$ cat src/rtl/core/mcpr_pkg.sv
// motor command packet receiver: shared types and constants
// no dependencies; imported by the receiver top level and its checker
package mcpr_pkg;

	// store of the bytes that carry commands
	localparam int STORE_DEPTH = 14;
	localparam int IDX_W       = 4;
	localparam int MOTOR_COUNT = 10;

	// configuration register indexes
	localparam logic [1:0] CFG_HEADER_FIRST  = 2'd0;
	localparam logic [1:0] CFG_HEADER_SECOND = 2'd1;
	localparam logic [1:0] CFG_MAX_RPM       = 2'd2;

	localparam logic [7:0]  HEADER_FIRST_RST  = 8'd170;
	localparam logic [7:0]  HEADER_SECOND_RST = 8'd85;
	localparam logic [15:0] MAX_RPM_RST       = 16'd10000;

	// result kinds
	localparam logic [1:0] KIND_SPEED = 2'd0;
	localparam logic [1:0] KIND_PULSE = 2'd1;
	localparam logic [1:0] KIND_ERROR = 2'd2;

	// crc-8, msb first
	localparam logic [7:0] CRC_POLY = 8'h07;

	// speed mapping
	localparam logic [7:0] SPEED_LOW  = 8'd100;
	localparam logic [7:0] SPEED_MID  = 8'd150;
	localparam logic [7:0] SPEED_HIGH = 8'd200;

	// divide by 50 as multiply by ceil(2^28 / 50), exact for products below 2^22
	localparam int          RECIP_SHIFT = 28;
	localparam int          PROD_W      = 22;
	localparam int          RECIP_W     = 23;
	localparam logic [22:0] RECIP_K     = 23'd5368710;

	localparam logic [11:0] PULSE_MAX = 12'd2550;

endpackage

$ cat src/rtl/core/motor_command_packet_receiver_top.sv
// motor command packet receiver: header hunt, crc-8 check, command output
// depends on mcpr_pkg
//
//   channel   direction   handshake             payload
//   cfg       in          cfg_wr_en             cfg_index, cfg_data
//   in        in          in_valid / in_stall   rx_byte
//   out       out         out_valid / out_stall kind, channel, speed, pulse_width, last,
//                                               good_packets, bad_packets
//
// header and crc bytes are taken in idle; a data byte then runs ST_CRC, one crc bit a cycle
// a good crc byte walks the 14 stored bytes: a skipped motor byte steps on, a speed runs
// ST_MUL1 and ST_MUL2 (two multiplies via the shared reciprocal divider), then ST_EMIT;
// each speed or pulse result but the last waits out any output stall; reset is asynchronous,
// the stored bytes are not reset; a packet's final result may wait in the output register
// while later bytes are taken; only the next crc byte is held off until it drains
module motor_command_packet_receiver_top
	import mcpr_pkg::*;
#(
	parameter int DATA_BYTES = 14
) (
	input  logic               clk,
	input  logic               arst_n,
	input  logic               cfg_wr_en,
	input  logic [1:0]         cfg_index,
	input  logic [15:0]        cfg_data,
	input  logic               in_valid,
	output logic               in_stall,
	input  logic [7:0]         rx_byte,
	output logic               out_valid,
	input  logic               out_stall,
	output logic [1:0]         kind,
	output logic [3:0]         channel,
	output logic signed [16:0] speed,
	output logic [11:0]        pulse_width,
	output logic               last,
	output logic [31:0]        good_packets,
	output logic [31:0]        bad_packets
);

	localparam int POS_W = $clog2(DATA_BYTES + 1);
	localparam logic [POS_W-1:0] POS_CRC = POS_W'(DATA_BYTES);

	localparam logic [2:0] ST_IDLE = 3'd0;
	localparam logic [2:0] ST_CRC  = 3'd1;
	localparam logic [2:0] ST_SCAN = 3'd2;
	localparam logic [2:0] ST_MUL1 = 3'd3;
	localparam logic [2:0] ST_MUL2 = 3'd4;
	localparam logic [2:0] ST_EMIT = 3'd5;
	localparam logic [2:0] ST_WAIT = 3'd6;

	logic [2:0]       state_q;
	logic [7:0]       hdr_first_q;
	logic [7:0]       hdr_second_q;
	logic [15:0]      max_rpm_q;
	logic             collecting_q;
	logic             saw_first_q;
	logic [POS_W-1:0] pos_q;
	logic [7:0]       crc_q;
	logic [2:0]       bit_cnt_q;
	logic [IDX_W-1:0] idx_q;
	logic [31:0]      good_q;
	logic [31:0]      bad_q;
	logic             out_valid_q;

	logic [7:0]       store_q [STORE_DEPTH];
	logic [5:0]       diff_q;
	logic             neg_q;
	logic [PROD_W-1:0] prod_s1;
	logic [15:0]      quot_s2;

	logic [1:0]       kind_q;
	logic [3:0]       channel_q;
	logic [16:0]      speed_q;
	logic [11:0]      pw_q;
	logic             last_q;

	logic             in_acc;
	logic             out_acc;
	logic             is_crc_byte;
	logic             crc_ok;
	logic [7:0]       rd_byte;
	logic             in_range;
	logic             idx_motor;
	logic             idx_final;
	logic [PROD_W+RECIP_W-1:0] recip_prod;
	logic [11:0]      pw_calc;

	assign is_crc_byte = collecting_q && (pos_q == POS_CRC);
	// the crc byte is held off while the previous packet's final result is pending
	assign in_stall  = (state_q != ST_IDLE) || (out_valid_q && is_crc_byte);
	assign in_acc    = in_valid && !in_stall;
	assign out_acc   = out_valid_q && !out_stall;
	assign crc_ok    = (rx_byte == crc_q);

	assign rd_byte   = store_q[idx_q];
	assign in_range  = (rd_byte >= SPEED_LOW) && (rd_byte <= SPEED_HIGH);
	assign idx_motor = (idx_q < IDX_W'(MOTOR_COUNT));
	assign idx_final = (idx_q == IDX_W'(STORE_DEPTH - 1));
	assign recip_prod = (PROD_W + RECIP_W)'(prod_s1) * (PROD_W + RECIP_W)'(RECIP_K);
	assign pw_calc   = ({4'b0, rd_byte} << 3) + ({4'b0, rd_byte} << 1);

	// control path
	always_ff @(posedge clk or negedge arst_n) begin
		if (!arst_n) begin
			state_q      <= ST_IDLE;
			hdr_first_q  <= HEADER_FIRST_RST;
			hdr_second_q <= HEADER_SECOND_RST;
			max_rpm_q    <= MAX_RPM_RST;
			collecting_q <= 1'b0;
			saw_first_q  <= 1'b0;
			pos_q        <= '0;
			crc_q        <= '0;
			bit_cnt_q    <= '0;
			idx_q        <= '0;
			good_q       <= '0;
			bad_q        <= '0;
			out_valid_q  <= 1'b0;
		end else begin
			if (cfg_wr_en) begin
				case (cfg_index)
					CFG_HEADER_FIRST:  hdr_first_q  <= cfg_data[7:0];
					CFG_HEADER_SECOND: hdr_second_q <= cfg_data[7:0];
					CFG_MAX_RPM:       max_rpm_q    <= cfg_data;
					default: ;
				endcase
			end

			if (out_acc) begin
				out_valid_q <= 1'b0;
			end

			case (state_q)
				ST_IDLE: begin
					if (in_acc) begin
						if (!collecting_q) begin
							if (saw_first_q && rx_byte == hdr_second_q) begin
								collecting_q <= 1'b1;
								saw_first_q  <= 1'b0;
								pos_q        <= '0;
								crc_q        <= '0;
							end else begin
								saw_first_q <= (rx_byte == hdr_first_q);
							end
						end else if (!is_crc_byte) begin
							crc_q     <= crc_q ^ rx_byte;
							bit_cnt_q <= '0;
							pos_q     <= pos_q + 1'b1;
							state_q   <= ST_CRC;
						end else begin
							collecting_q <= 1'b0;
							saw_first_q  <= 1'b0;
							pos_q        <= '0;
							if (!crc_ok) begin
								bad_q       <= bad_q + 32'd1;
								out_valid_q <= 1'b1;
							end else begin
								good_q  <= good_q + 32'd1;
								idx_q   <= '0;
								state_q <= ST_SCAN;
							end
						end
					end
				end
				ST_CRC: begin
					// one bit of the crc division per cycle
					crc_q     <= crc_q[7] ? ({crc_q[6:0], 1'b0} ^ CRC_POLY)
					                      : {crc_q[6:0], 1'b0};
					bit_cnt_q <= bit_cnt_q + 1'b1;
					if (bit_cnt_q == 3'd7) begin
						state_q <= ST_IDLE;
					end
				end
				ST_SCAN: begin
					if (idx_motor) begin
						if (in_range) begin
							state_q <= ST_MUL1;
						end else begin
							idx_q <= idx_q + 1'b1;
						end
					end else begin
						out_valid_q <= 1'b1;
						state_q     <= idx_final ? ST_IDLE : ST_WAIT;
					end
				end
				ST_MUL1: state_q <= ST_MUL2;
				ST_MUL2: state_q <= ST_EMIT;
				ST_EMIT: begin
					out_valid_q <= 1'b1;
					state_q     <= ST_WAIT;
				end
				ST_WAIT: begin
					if (out_acc) begin
						idx_q   <= idx_q + 1'b1;
						state_q <= ST_SCAN;
					end
				end
				default: state_q <= ST_IDLE;
			endcase
		end
	end

	// byte store, only the first entries of a packet are kept
	always_ff @(posedge clk) begin
		if (in_acc && collecting_q && !is_crc_byte && pos_q < POS_W'(STORE_DEPTH)) begin
			store_q[pos_q[IDX_W-1:0]] <= rx_byte;
		end
	end

	// shared speed datapath and output register
	always_ff @(posedge clk) begin
		if (state_q == ST_SCAN && idx_motor) begin
			neg_q  <= (rd_byte < SPEED_MID);
			diff_q <= (rd_byte < SPEED_MID) ? 6'(SPEED_MID - rd_byte) : 6'(rd_byte - SPEED_MID);
		end
		if (state_q == ST_MUL1) begin
			prod_s1 <= PROD_W'(diff_q) * PROD_W'(max_rpm_q);
		end
		if (state_q == ST_MUL2) begin
			quot_s2 <= recip_prod[RECIP_SHIFT +: 16];
		end

		if (state_q == ST_IDLE && in_acc && is_crc_byte && !crc_ok) begin
			kind_q    <= KIND_ERROR;
			channel_q <= '0;
			speed_q   <= '0;
			pw_q      <= '0;
			last_q    <= 1'b1;
		end else if (state_q == ST_SCAN && !idx_motor) begin
			kind_q    <= KIND_PULSE;
			channel_q <= idx_q - IDX_W'(MOTOR_COUNT);
			speed_q   <= '0;
			pw_q      <= pw_calc;
			last_q    <= idx_final;
		end else if (state_q == ST_EMIT) begin
			kind_q    <= KIND_SPEED;
			channel_q <= idx_q;
			speed_q   <= neg_q ? (17'd0 - {1'b0, quot_s2}) : {1'b0, quot_s2};
			pw_q      <= '0;
			last_q    <= 1'b0;
		end
	end

	assign out_valid    = out_valid_q;
	assign kind         = kind_q;
	assign channel      = channel_q;
	assign speed        = signed'(speed_q);
	assign pulse_width  = pw_q;
	assign last         = last_q;
	assign good_packets = good_q;
	assign bad_packets  = bad_q;

endmodule

$ cat config.mk
export PLATFORM = sky130hd
export DESIGN_NAME = motor_command_packet_receiver_top
export DESIGN_NICKNAME = d
export VERILOG_FILES = /design/src/rtl/core/mcpr_pkg.sv /design/src/rtl/core/motor_command_packet_receiver_top.sv
export SDC_FILE = /design/constraint.sdc
export NUM_CORES = 1
export LEC_CHECK = 0
export ABC_AREA = 1
export BUFFER_PORTS_ARGS = -buffer_cell sky130_fd_sc_hd__buf_2
export CAP_MARGIN = 20
export CELL_PAD_IN_SITES_DETAIL_PLACEMENT = 0
export CELL_PAD_IN_SITES_GLOBAL_PLACEMENT = 1
export CORE_MARGIN = 3
export CORE_UTILIZATION = 35
export DETAILED_ROUTE_END_ITERATION = 12
export PLACE_DENSITY_LB_ADDON = 0.1
export SYNTH_ARGS = -nofsm -noshare
export SYNTH_HDL_FRONTEND = slang
export SYNTH_SLANG_ARGS = --single-unit
$ cat constraint.sdc
create_clock -name clk -period 6.3 [get_ports clk]
set_clock_uncertainty 0.15 [all_clocks]
set_input_delay 0.315 -clock clk [delete_from_list [all_inputs] [get_ports clk]]
set_output_delay 0.315 -clock clk [all_outputs]
set_load 0.02 [all_outputs]
# Word level (Yosys, flattened, before mapping)

Memories as Yosys holds them, arrays and structs flattened.
Index checks and enable logic that the tools add are counted.

Memories: 1
Register bits after elaboration: 202
Output and inout bits: 102
Bits in writable memories: 112

Memories:

| memory  | depth | bits a word | rd ports | clocked after Yosys merged registers in | wr ports | line                                    | RTL |
|---|---|---|---|---|---|---|---|
| store_q | 14    | 8           | 1        | 0                                       | 1        | motor_command_packet_receiver_top.sv:65 | `logic [7:0] store_q [STORE_DEPTH];` |

Bitwise operators: 3
Multiply operators: 2
$lt $le $gt $ge: 5
Add/subtract/negate cells: 10
Reduce and logical (&&, ||, !) cells: 40
Multiplexer cells: 56
Eq/ne operators: 28

Operators with widths:

| cell                                                                                 | count |
|---|---|
| 32-bit by 1-bit adder with 32-bit output (second input constant)                     | 2 |
| 4-bit two-way mux                                                                    | 12 |
| 22-bit by 22-bit multiplier with 43-bit output (second input constant)               | 1 |
| 3-bit two-way mux                                                                    | 13 |
| 8-bit two-way mux                                                                    | 4 |
| 8-bit == test                                                                        | 3 |
| 12-bit two-way mux                                                                   | 2 |
| 6-bit by 16-bit multiplier with 22-bit output                                        | 1 |
| 3-bit case mux with 7 select lines                                                   | 1 |
| 2-bit inequality test (second input constant)                                        | 9 |
| 17-bit two-way mux                                                                   | 1 |
| 1-bit by 16-bit subtractor with 17-bit output (first input constant)                 | 1 |
| 1-bit two-way mux                                                                    | 16 |
| 8-bit case mux with 2 select lines                                                   | 1 |
| 1-bit logical AND                                                                    | 14 |
| 11-bit by 9-bit adder with 12-bit output                                             | 1 |
| 3-bit == test (second input constant)                                                | 4 |
| 3-bit inequality test (second input constant)                                        | 4 |
| 4-bit case mux with 3 select lines                                                   | 1 |
| 5-bit AND reduction                                                                  | 2 |
| 4-bit by 1-bit adder with 4-bit output (second input constant)                       | 2 |
| 4-bit == test (second input constant)                                                | 2 |
| 8-bit by 7-bit greater-or-equal comparator with 1-bit output (second input constant) | 1 |
| 8-bit less-or-equal comparator (second input constant)                               | 1 |
| other kinds (30)                                                                     | 45 |

# Longest topological paths before layout

Gate-level depths: netlist of the first run.

Depth after elaboration: 11
Mapped depth: 26

# Worst setup path after synthesis of the first run

Ideal clock, no wire load.

Path type: reg2reg
Start: reg prod_s1[9]
End: reg quot_s2[7] (data pin)
Stages on the path, launching flop included: 23
Path slack: 618 ps
Required time: 5891 ps
Arrival: 5273 ps
Path buffers: 0
Setup time: 259 ps
Clock period less this slack: 5682 ps
Path through: edfxtp_1 > ha_1 > inv_1 > fa_1 > fa_1 > inv_1 > fa_1 > fa_1 > fa_1 > inv_1 > fa_1 > inv_1 > ha_1 > nand2_1 > nand2_1 > a31oi_1 > a21boi_0 > nor2_1 > nor2_1 > nand2_1 > nand2_1 > nand2_1 > xor2_1

Cells in the longest elaborated chain, start to end: 1

RTL lines:

| element                                        | line                                     | RTL |
|---|---|---|
| start, declared                                | motor_command_packet_receiver_top.sv:68  | `logic [PROD_W-1:0] prod_s1;` |
| start signal, assigned                         | motor_command_packet_receiver_top.sv:216 | `prod_s1 <= PROD_W'(diff_q) * PROD_W'(max_rpm_q);` |
| 22-bit by 22-bit multiplier with 43-bit output | motor_command_packet_receiver_top.sv:99  | `assign recip_prod = (PROD_W + RECIP_W)'(prod_s1) * (PROD_W + RECIP_W)'(RECIP_K);` |
| via recip_prod[35]                             | motor_command_packet_receiver_top.sv:85  | `logic [PROD_W+RECIP_W-1:0] recip_prod;` |
| end signal, assigned                           | motor_command_packet_receiver_top.sv:219 | `quot_s2 <= recip_prod[RECIP_SHIFT +: 16];` |
| end, declared                                  | motor_command_packet_receiver_top.sv:69  | `logic [15:0] quot_s2;` |

The timed path passes the listed nets, and every way through them passes these cells.
A chain may end at the register's enable or synchronous reset.

# Worst setup path in the final report of the first run

Start: reg prod_s1[19]
End: reg quot_s2[13] (data pin)

Same word-level chain as after synthesis.

==> results of run 1 <==
[placed cells by master (no fill, tap or decap), types with 19 or more instances in the layout]
cell type,instances
a21oi_1,97
buf_2,130
buf_4,42
clkbuf_16,41
dfrtp_1,107
dfxtp_1,35
dlygate4sd3_1,19
edfxtp_1,157
fa_1,235
ha_1,285
inv_1,600
nand2_1,643
nand3_1,71
nand4_1,20
nor2_1,242
nor3_1,61
nor4_1,22
o21ai_0,170
xnor2_1,31
xor2_1,95
[worst register-to-register path: stages (launching register included)]
cell and delay [ns]:
edfxtp_1 0.58, buf_4 0.25, fa_1 0.48, ha_1 0.31, inv_1 0.05, fa_1 0.47, inv_1 0.06, fa_1 0.53
fa_1 0.44, ha_1 0.30, ha_1 0.33, ha_1 0.40, a21oi_1 0.24, a21boi_0 0.33, o221ai_1 0.23, a21oi_1 0.26
nand3_1 0.20, xor2_1 0.19
[cells in the mapped netlist, types with 4 or more instances]
library cell,instances,area (µm²)
xnor2_1,31,272
buf_6,7,78.8
buf_2,18,90.1
a31oi_1,17,106
nor3_1,62,310
nand2_2,7,43.8
nor2_1,243,912
o31ai_1,5,37.5
dfstp_2,13,342
inv_1,600,2250
mux2_2,8,90.1
o21bai_1,6,45.0
a21oi_2,7,61.3
clkbuf_1,20,75.1
o211ai_1,15,113
or2_2,6,37.5
o22ai_1,6,37.5
ha_1,285,3570
a21o_1,10,75.1
dfxtp_1,35,701
nor4_1,24,150
a22o_1,4,35.0
xor2_1,95,832
o21a_1,5,37.5
dfrtp_1,108,2700
a21oi_1,98,490
nand3_1,71,355
edfxtp_1,157,4710
nand2_1,643,2410
nand4_1,20,125
o21ai_0,170,851
buf_4,8,60.1
fa_1,235,4700
inv_2,8,30.0
[area by class of cell]
class                      count  area share, %
inverter                     613           7.51
clock inverter                24           1.00
timing repair buffer         192           3.80
sequential                   313           27.6
tap                         1030           4.20
clock buffer                  52           3.61
multi-input combinational   2106           52.3
antenna                        3         0.0245
[flip-flops by register name (all words and copies together), names as in the netlist, 11 cells and up]
name	cells
store_q	112
bad_packets	32
good_packets	32
prod_s1	22
speed	17
max_rpm_q	16
quot_s2	16
pulse_width	11
[metrics by stage]
stage / cells / utilization [%] / TNS [ns] / hold slack (ns) / setup WS (ns)
2_1_floorplan: 3086 / - / 0 / -0.131 / 0.618
3_3_place_gp: 4223 / 38.0 / 0 / 0.164 / 0.125
3_5_place_dp: 4223 / 38.0 / 0 / 0.160 / 0.0816
4_1_cts: 4318 / 40.1 / 0 / 0.00812 / 0.115
5_1_grt: 4332 / 40.2 / -0.000881 / 0.0334 / -0.000881
6_report: 4333 / 40.2 / 0 / 0.0458 / 0.262
[repair_timing]
| item | in CTS | in global routing |
|---|---|---|
| endpoints found under the hold margin | 91 | 0 |
| setup buffers | 0 | 12 |
| gates resized for setup | 0 | 6 |
| setup endpoints to repair | 0 | 10 |
| hold buffers | 19 | 0 |
[worst max-delay path by stage]
| stage | startpoint | depth (start not counted) | slack (ns) | endpoint |
|---|---|---|---|---|
| 2_1_floorplan | prod_s1[9]$_DFFE_PN_ | 22 | 0.62 | quot_s2[7]$_DFFE_PN_ |
| 3_3_place_gp | prod_s1[9]$_DFFE_PN_ | 22 | 0.13 | quot_s2[8]$_DFFE_PN_ |
| 3_5_place_dp | prod_s1[12]$_DFFE_PN_ | 22 | 0.08 | quot_s2[8]$_DFFE_PN_ |
| 4_1_cts | prod_s1[12]$_DFFE_PN_ | 22 | 0.11 | quot_s2[8]$_DFFE_PN_ |
| 5_1_grt | prod_s1[5]$_DFFE_PN_ | 24 | -0.0009 | quot_s2[7]$_DFFE_PN_ |
| 6_report | prod_s1[19]$_DFFE_PN_ | 17 | 0.26 | quot_s2[13]$_DFFE_PN_ |
[metal layers]
| metal | part of all wire [%] | up-vias | wire [µm] | global-route usage (%) |
|---|---|---|---|---|
| met5 | 0.052 | - | 41 | 0 |
| met4 | 2.4 | 6 | 1870 | 4.62 |
| met3 | 3.0 | 105 | 2360 | 2.36 |
| met2 | 49 | 298 | 39100 | 34.5 |
| met1 | 45 | 10300 | 35800 | 25.9 |
| li1 | - | 10200 | - | - |
[kinds of logic (layout without fill, tap and decap cells)]
kind of cell | Yosys count | count (layout) | share of synthesized area, %
AO/OA/AOI/OAI | 359 | 359 | 7.50
XOR/XNOR | 126 | 126 | 4.07
adder cells (fa/ha/maj) | 520 | 520 | 30.5
buffers and inverters | 667 | 881 | 9.65
flip-flops | 313 | 313 | 31.2
multiplexers | 8 | 8 | 0.333
other | 1 | 4 | 0.0138
AND/OR/NAND/NOR | 1092 | 1092 | 16.7
==> results.toml, run 1 <==
[logic_synthesis]
ys_seq_area_share_pct = 31.2
synth_area_per_cell_um2 = 8.78
synth_area_um2 = 27100
syn-num-nets = 3637
synth_cell_type_count = 58
synthFlopType = "edfxtp_1"
synthArstFlopShare_pct = 38.7
synth_edf_count = 157
ys_ff_latch = 313
yosysWarnings = 0
syn_inst = 3086

[sta]
max_freq_mhz = 166
finalCritPeriodShare_pct = 95.8
setup_viol = 0
tightest_slew_ns = 0.938
slew_headroom_pct = 37.4
drv_slew = 0
rsz0062_at_grt = "true"
period_needed_ns = 6.04
hold_violations = 0

[worst_setup_path]
required_ns = 6.47
critPathMaxStageDelay_ns = 0.58
cp-start-kind = "flip-flop"
rrSetupSlack_ns = 0.26
cp_num_buf_inv = 3
reg2reg_to = "quot_s2[13]$_DFFE_PN_"
reg2reg_depth = 17
cp_max_fo = 7
arrival_ns = 6.21
worstSetupPathType = "reg2reg"
r2r-start = "prod_s1[19]$_DFFE_PN_"
slowest_stage = "edfxtp_1"
cp_top_family = "adder cells"
crit_path_end_kind = "flip-flop"
path_cells = "buf_4 -> fa_1 -> ha_1 -> inv_1 -> fa_1 -> inv_1 -> fa_1 -> fa_1 -> ha_1 -> ha_1 -> ha_1 -> a21oi_1 -> a21boi_0 -> o221ai_1 -> a21oi_1 -> nand3_1 -> xor2_1"

[final_layout]
design_area_um2 = 30700
fillers = 7908
syn2layout_area_growth_pct = 13.3
fin_nets = 3818
seq_area_um2 = 8460
drive_gt1_share_pct = 9.33
multiInputGateArea_um2 = 16000

[place]
dp_hpwl_mm = 63.2
finalWeightedCongestion = 0.901
io_buffers = 131
dpl_cell_area_um2 = 29000

[route]
drc = 0
drt-initial-drc-count = 976
vias = 20800
routed_wl_mm = 79.2
drtAntennaViolNets = 0
dr.pass1.iters = 5
wl_per_cell_um = 18.3
via_per_inst = 4.81

[cts]
htree_levels = 2
cts_root_buf = "clkbuf_16"
insertion_delay_ns = 0.59
tritoncts = "built"
cts_buffer_depth = 3
path_clk_slew_ns = 0.06
cts_sinks = 313
cts_buffers = 41

[die]
dieWidth_um = 284
ios = 133
die_h_um = 284
dieArea_um2 = 80800
start_util_pct = 35.5
coreArea_um2 = 76300
rows = 101

[global_routing]
grt_pass1_wl_mm = 126
grt-ovfl-total = 0
grt_pass1_vias = 22000
antenna_found_initial = 6
grt.total_usage_pct = 19.7
grt_max_degree = 71

[run_status]
status = "finished clean"

[worst_hold_path]
hold_depth = 1
hold_end = "store_q[4][1]$_DFFE_PP_"
min_from = "rx_byte[1]"
hp-class = "in2reg"

[run]
drv_cap = 0
Power of run 1 is not shown: default switching activity piles up to over one toggle a cycle in this logic, so the estimate is an artifact.
==> run 2: changes to the inputs <==
--- a/config.mk
+++ b/config.mk
@@ -6,7 +6,7 @@
 export NUM_CORES = 1
 export LEC_CHECK = 0
 export ABC_AREA = 1
-export BUFFER_PORTS_ARGS = -buffer_cell sky130_fd_sc_hd__buf_2
+export BUFFER_PORTS_ARGS = -buffer_cell sky130_fd_sc_hd__buf_4
 export CAP_MARGIN = 20
 export CELL_PAD_IN_SITES_DETAIL_PLACEMENT = 0
 export CELL_PAD_IN_SITES_GLOBAL_PLACEMENT = 1
==> constraint.sdc (replaced) <==
create_clock -name clk -period 6.1 [get_ports clk]
set_clock_uncertainty 0.15 [all_clocks]
set_input_delay 0.305 -clock clk [delete_from_list [all_inputs] [get_ports clk]]
set_output_delay 0.305 -clock clk [all_outputs]
set_load 0.02 [all_outputs]
==> run 2 against run 1 <==
Compared with the run above:
- hold slack better by 0.024 ns
- sequential share of layout area is 0.53 points lower
- non-clock buffer count up 17
- largest cell class unchanged
==> results.toml, run 2 (synthesized netlist as in run 1, its figures left out) <==
[run_status]
status = "finished clean"

[worst_hold_path]
hold_depth = 4
hp-class = "in2reg"

[sta]
setup_viol = 0
hold_violations = 0
max_freq_mhz = 171
finalSetupTns_ns = 0
tightest_slew_ns = 0.949
finalCritPeriodShare_pct = 95.9
slew_headroom_pct = 36.7
period_needed_ns = 5.85
drv_slew = 0

[worst_setup_path]
slowest_stage = "fa_1"
required_ns = 6.28
reg2reg_depth = 18
r2r-start = "prod_s1[14]$_DFFE_PN_"
cp_top_family = "adder cells"
arrival_ns = 6.03
crit_path_end_kind = "flip-flop"
crit_path_start = "prod_s1[14]$_DFFE_PN_"
reg2reg_to = "quot_s2[14]$_DFFE_PN_"
worstSetupPathType = "reg2reg"
path_common_cell = "fa_1"
path_cells = "buf_4 -> ha_1 -> inv_1 -> fa_1 -> fa_1 -> inv_1 -> fa_1 -> fa_1 -> fa_1 -> ha_1 -> ha_1 -> nand2_1 -> nor2_1 -> inv_1 -> nor3_1 -> o211ai_1 -> nand3_1 -> xor2_1"
cp-endpoint = "quot_s2[14]$_DFFE_PN_"
cp-start-kind = "flip-flop"
crit_cells = 18
critPathMaxStageDelay_ns = 0.53
cp_max_fo = 6
cp_num_buf_inv = 4
rrSetupSlack_ns = 0.25

[die]
die_h_um = 284
dieWidth_um = 284
ios = 133
rows = 101
coreArea_um2 = 76300
start_util_pct = 35.5
dieArea_um2 = 80800

[final_layout]
layout_commonest_cell = "nand2_1"
final_cell_mix = "nand2_1 (637), inv_1 (598), ha_1 (276)"
design_area_um2 = 31300
largest_reg_flops = 112
fin_nets = 3834
layout.cells.non_filler = 4349
drive_gt1_share_pct = 10.6
syn2layout_area_growth_pct = 15.5

[cts]
cts_sinks = 313
tritoncts = "built"
insertion_delay_ns = 0.58
htree_levels = 2
path_clk_slew_ns = 0.06
cts_buffers = 40
cts_root_buf = "clkbuf_16"
cts_buffer_depth = 3

[place]
dpl_cell_area_um2 = 29400
dp.cells = 4239
finalWeightedCongestion = 0.923
io_buffers = 131
dp_hpwl_mm = 62.1

[route]
drc = 0
dr.pass1.iters = 5
met2_length_mm = 38.7
met1Wirelength_mm = 34.6
drt-initial-drc-count = 1021
wl_per_cell_um = 17.8
vias = 20800
via_per_inst = 4.79
routed_wl_mm = 77.2
dr_wl_met3_mm = 2.27
highest-signal-layer = "met5"
drtAntennaViolNets = 0

[global_routing]
grt.total_usage_pct = 19.1
antenna_found_initial = 5
grt_pass1_vias = 21900
grt-ovfl-total = 0
grt_max_degree = 76
grt_pass1_wl_mm = 123

[run]
drv_cap = 0
[run 2: cell count changes in the layout (fill, tap and decap cells not counted), sizes merged]
| cell | delta |
|---|---|
| clkinv | -5 |
| diode | +1 |
| inv | +1 |
| clkinvlp | +2 |
| clkbuf | +2 |
| buf | +10 |
| bufinv | -2 |
| dlygate4sd3 | +7 |
[run 2: routing by layer]
metal	vias up	GRT usage, %
met4	2	4.60
met3	85	2.29
met5	-	0
met1	10200	24.9
li1	10200	-
met2	309	33.9
[run 2: cell type report]
| type | instances | area [µm²] |
|---|---|---|
| Fill cell | 7817 | 45000 |
| Timing Repair Buffer | 209 | 1640 |
| Clock buffer | 54 | 1100 |
| Tap cell | 1030 | 1290 |
| Sequential cell | 313 | 8460 |
| Clock inverter | 20 | 249 |
| Antenna cell | 4 | 10.0 |
| Multi-Input combinational cell | 2106 | 16200 |
| Inverter | 613 | 2310 |
[run 2: how the worst min path moves through the flow]
stage                                  end  startpoint  slack (ns)
4_1_cts           collecting_q$_DFFE_PN0P_    in_valid        0.04
3_5_place_dp   bad_packets[30]$_DFFE_PN0P_      arst_n        0.25
5_1_grt           collecting_q$_DFFE_PN0P_    in_valid        0.07
3_3_place_gp   bad_packets[30]$_DFFE_PN0P_      arst_n        0.25
2_1_floorplan   bad_packets[0]$_DFFE_PN0P_      arst_n       -0.14
6_report          collecting_q$_DFFE_PN0P_    in_valid        0.07
[run 2: per-stage QoR]
stage	hold WS [ns]	setup slack [ns]	util, %
global placement	0.251	-0.143	38.5
floorplan	-0.141	0.418	-
detailed placement	0.248	-0.124	38.5
global route	0.0668	-0.0158	41.0
finish	0.0702	0.247	41.0
CTS	0.0407	0.0702	40.7
[run 2: worst reg2reg max path, delay by kind of cell, from the launching register on]
kind	cells	cell delay (ns)
adders and majority gates	8	3.45
and+or+nand+nor	4	0.90
DFF	1	0.44
buffers and inverters	4	0.42
AOI/OAI and AO/OA	1	0.23
xor gates and xnor gates	1	0.08
[run 2: repair_timing]
item                       in CTS  in global routing
cloned                          0                  0
setup buffers                   0                  6
hold buffers                   26                  0
hold endpoints to repair      211                  0
gates resized for setup         1                 44
pin swaps                       0                  8
setup endpoints to repair       1                 16
Power of run 2 is left out for the same reason.
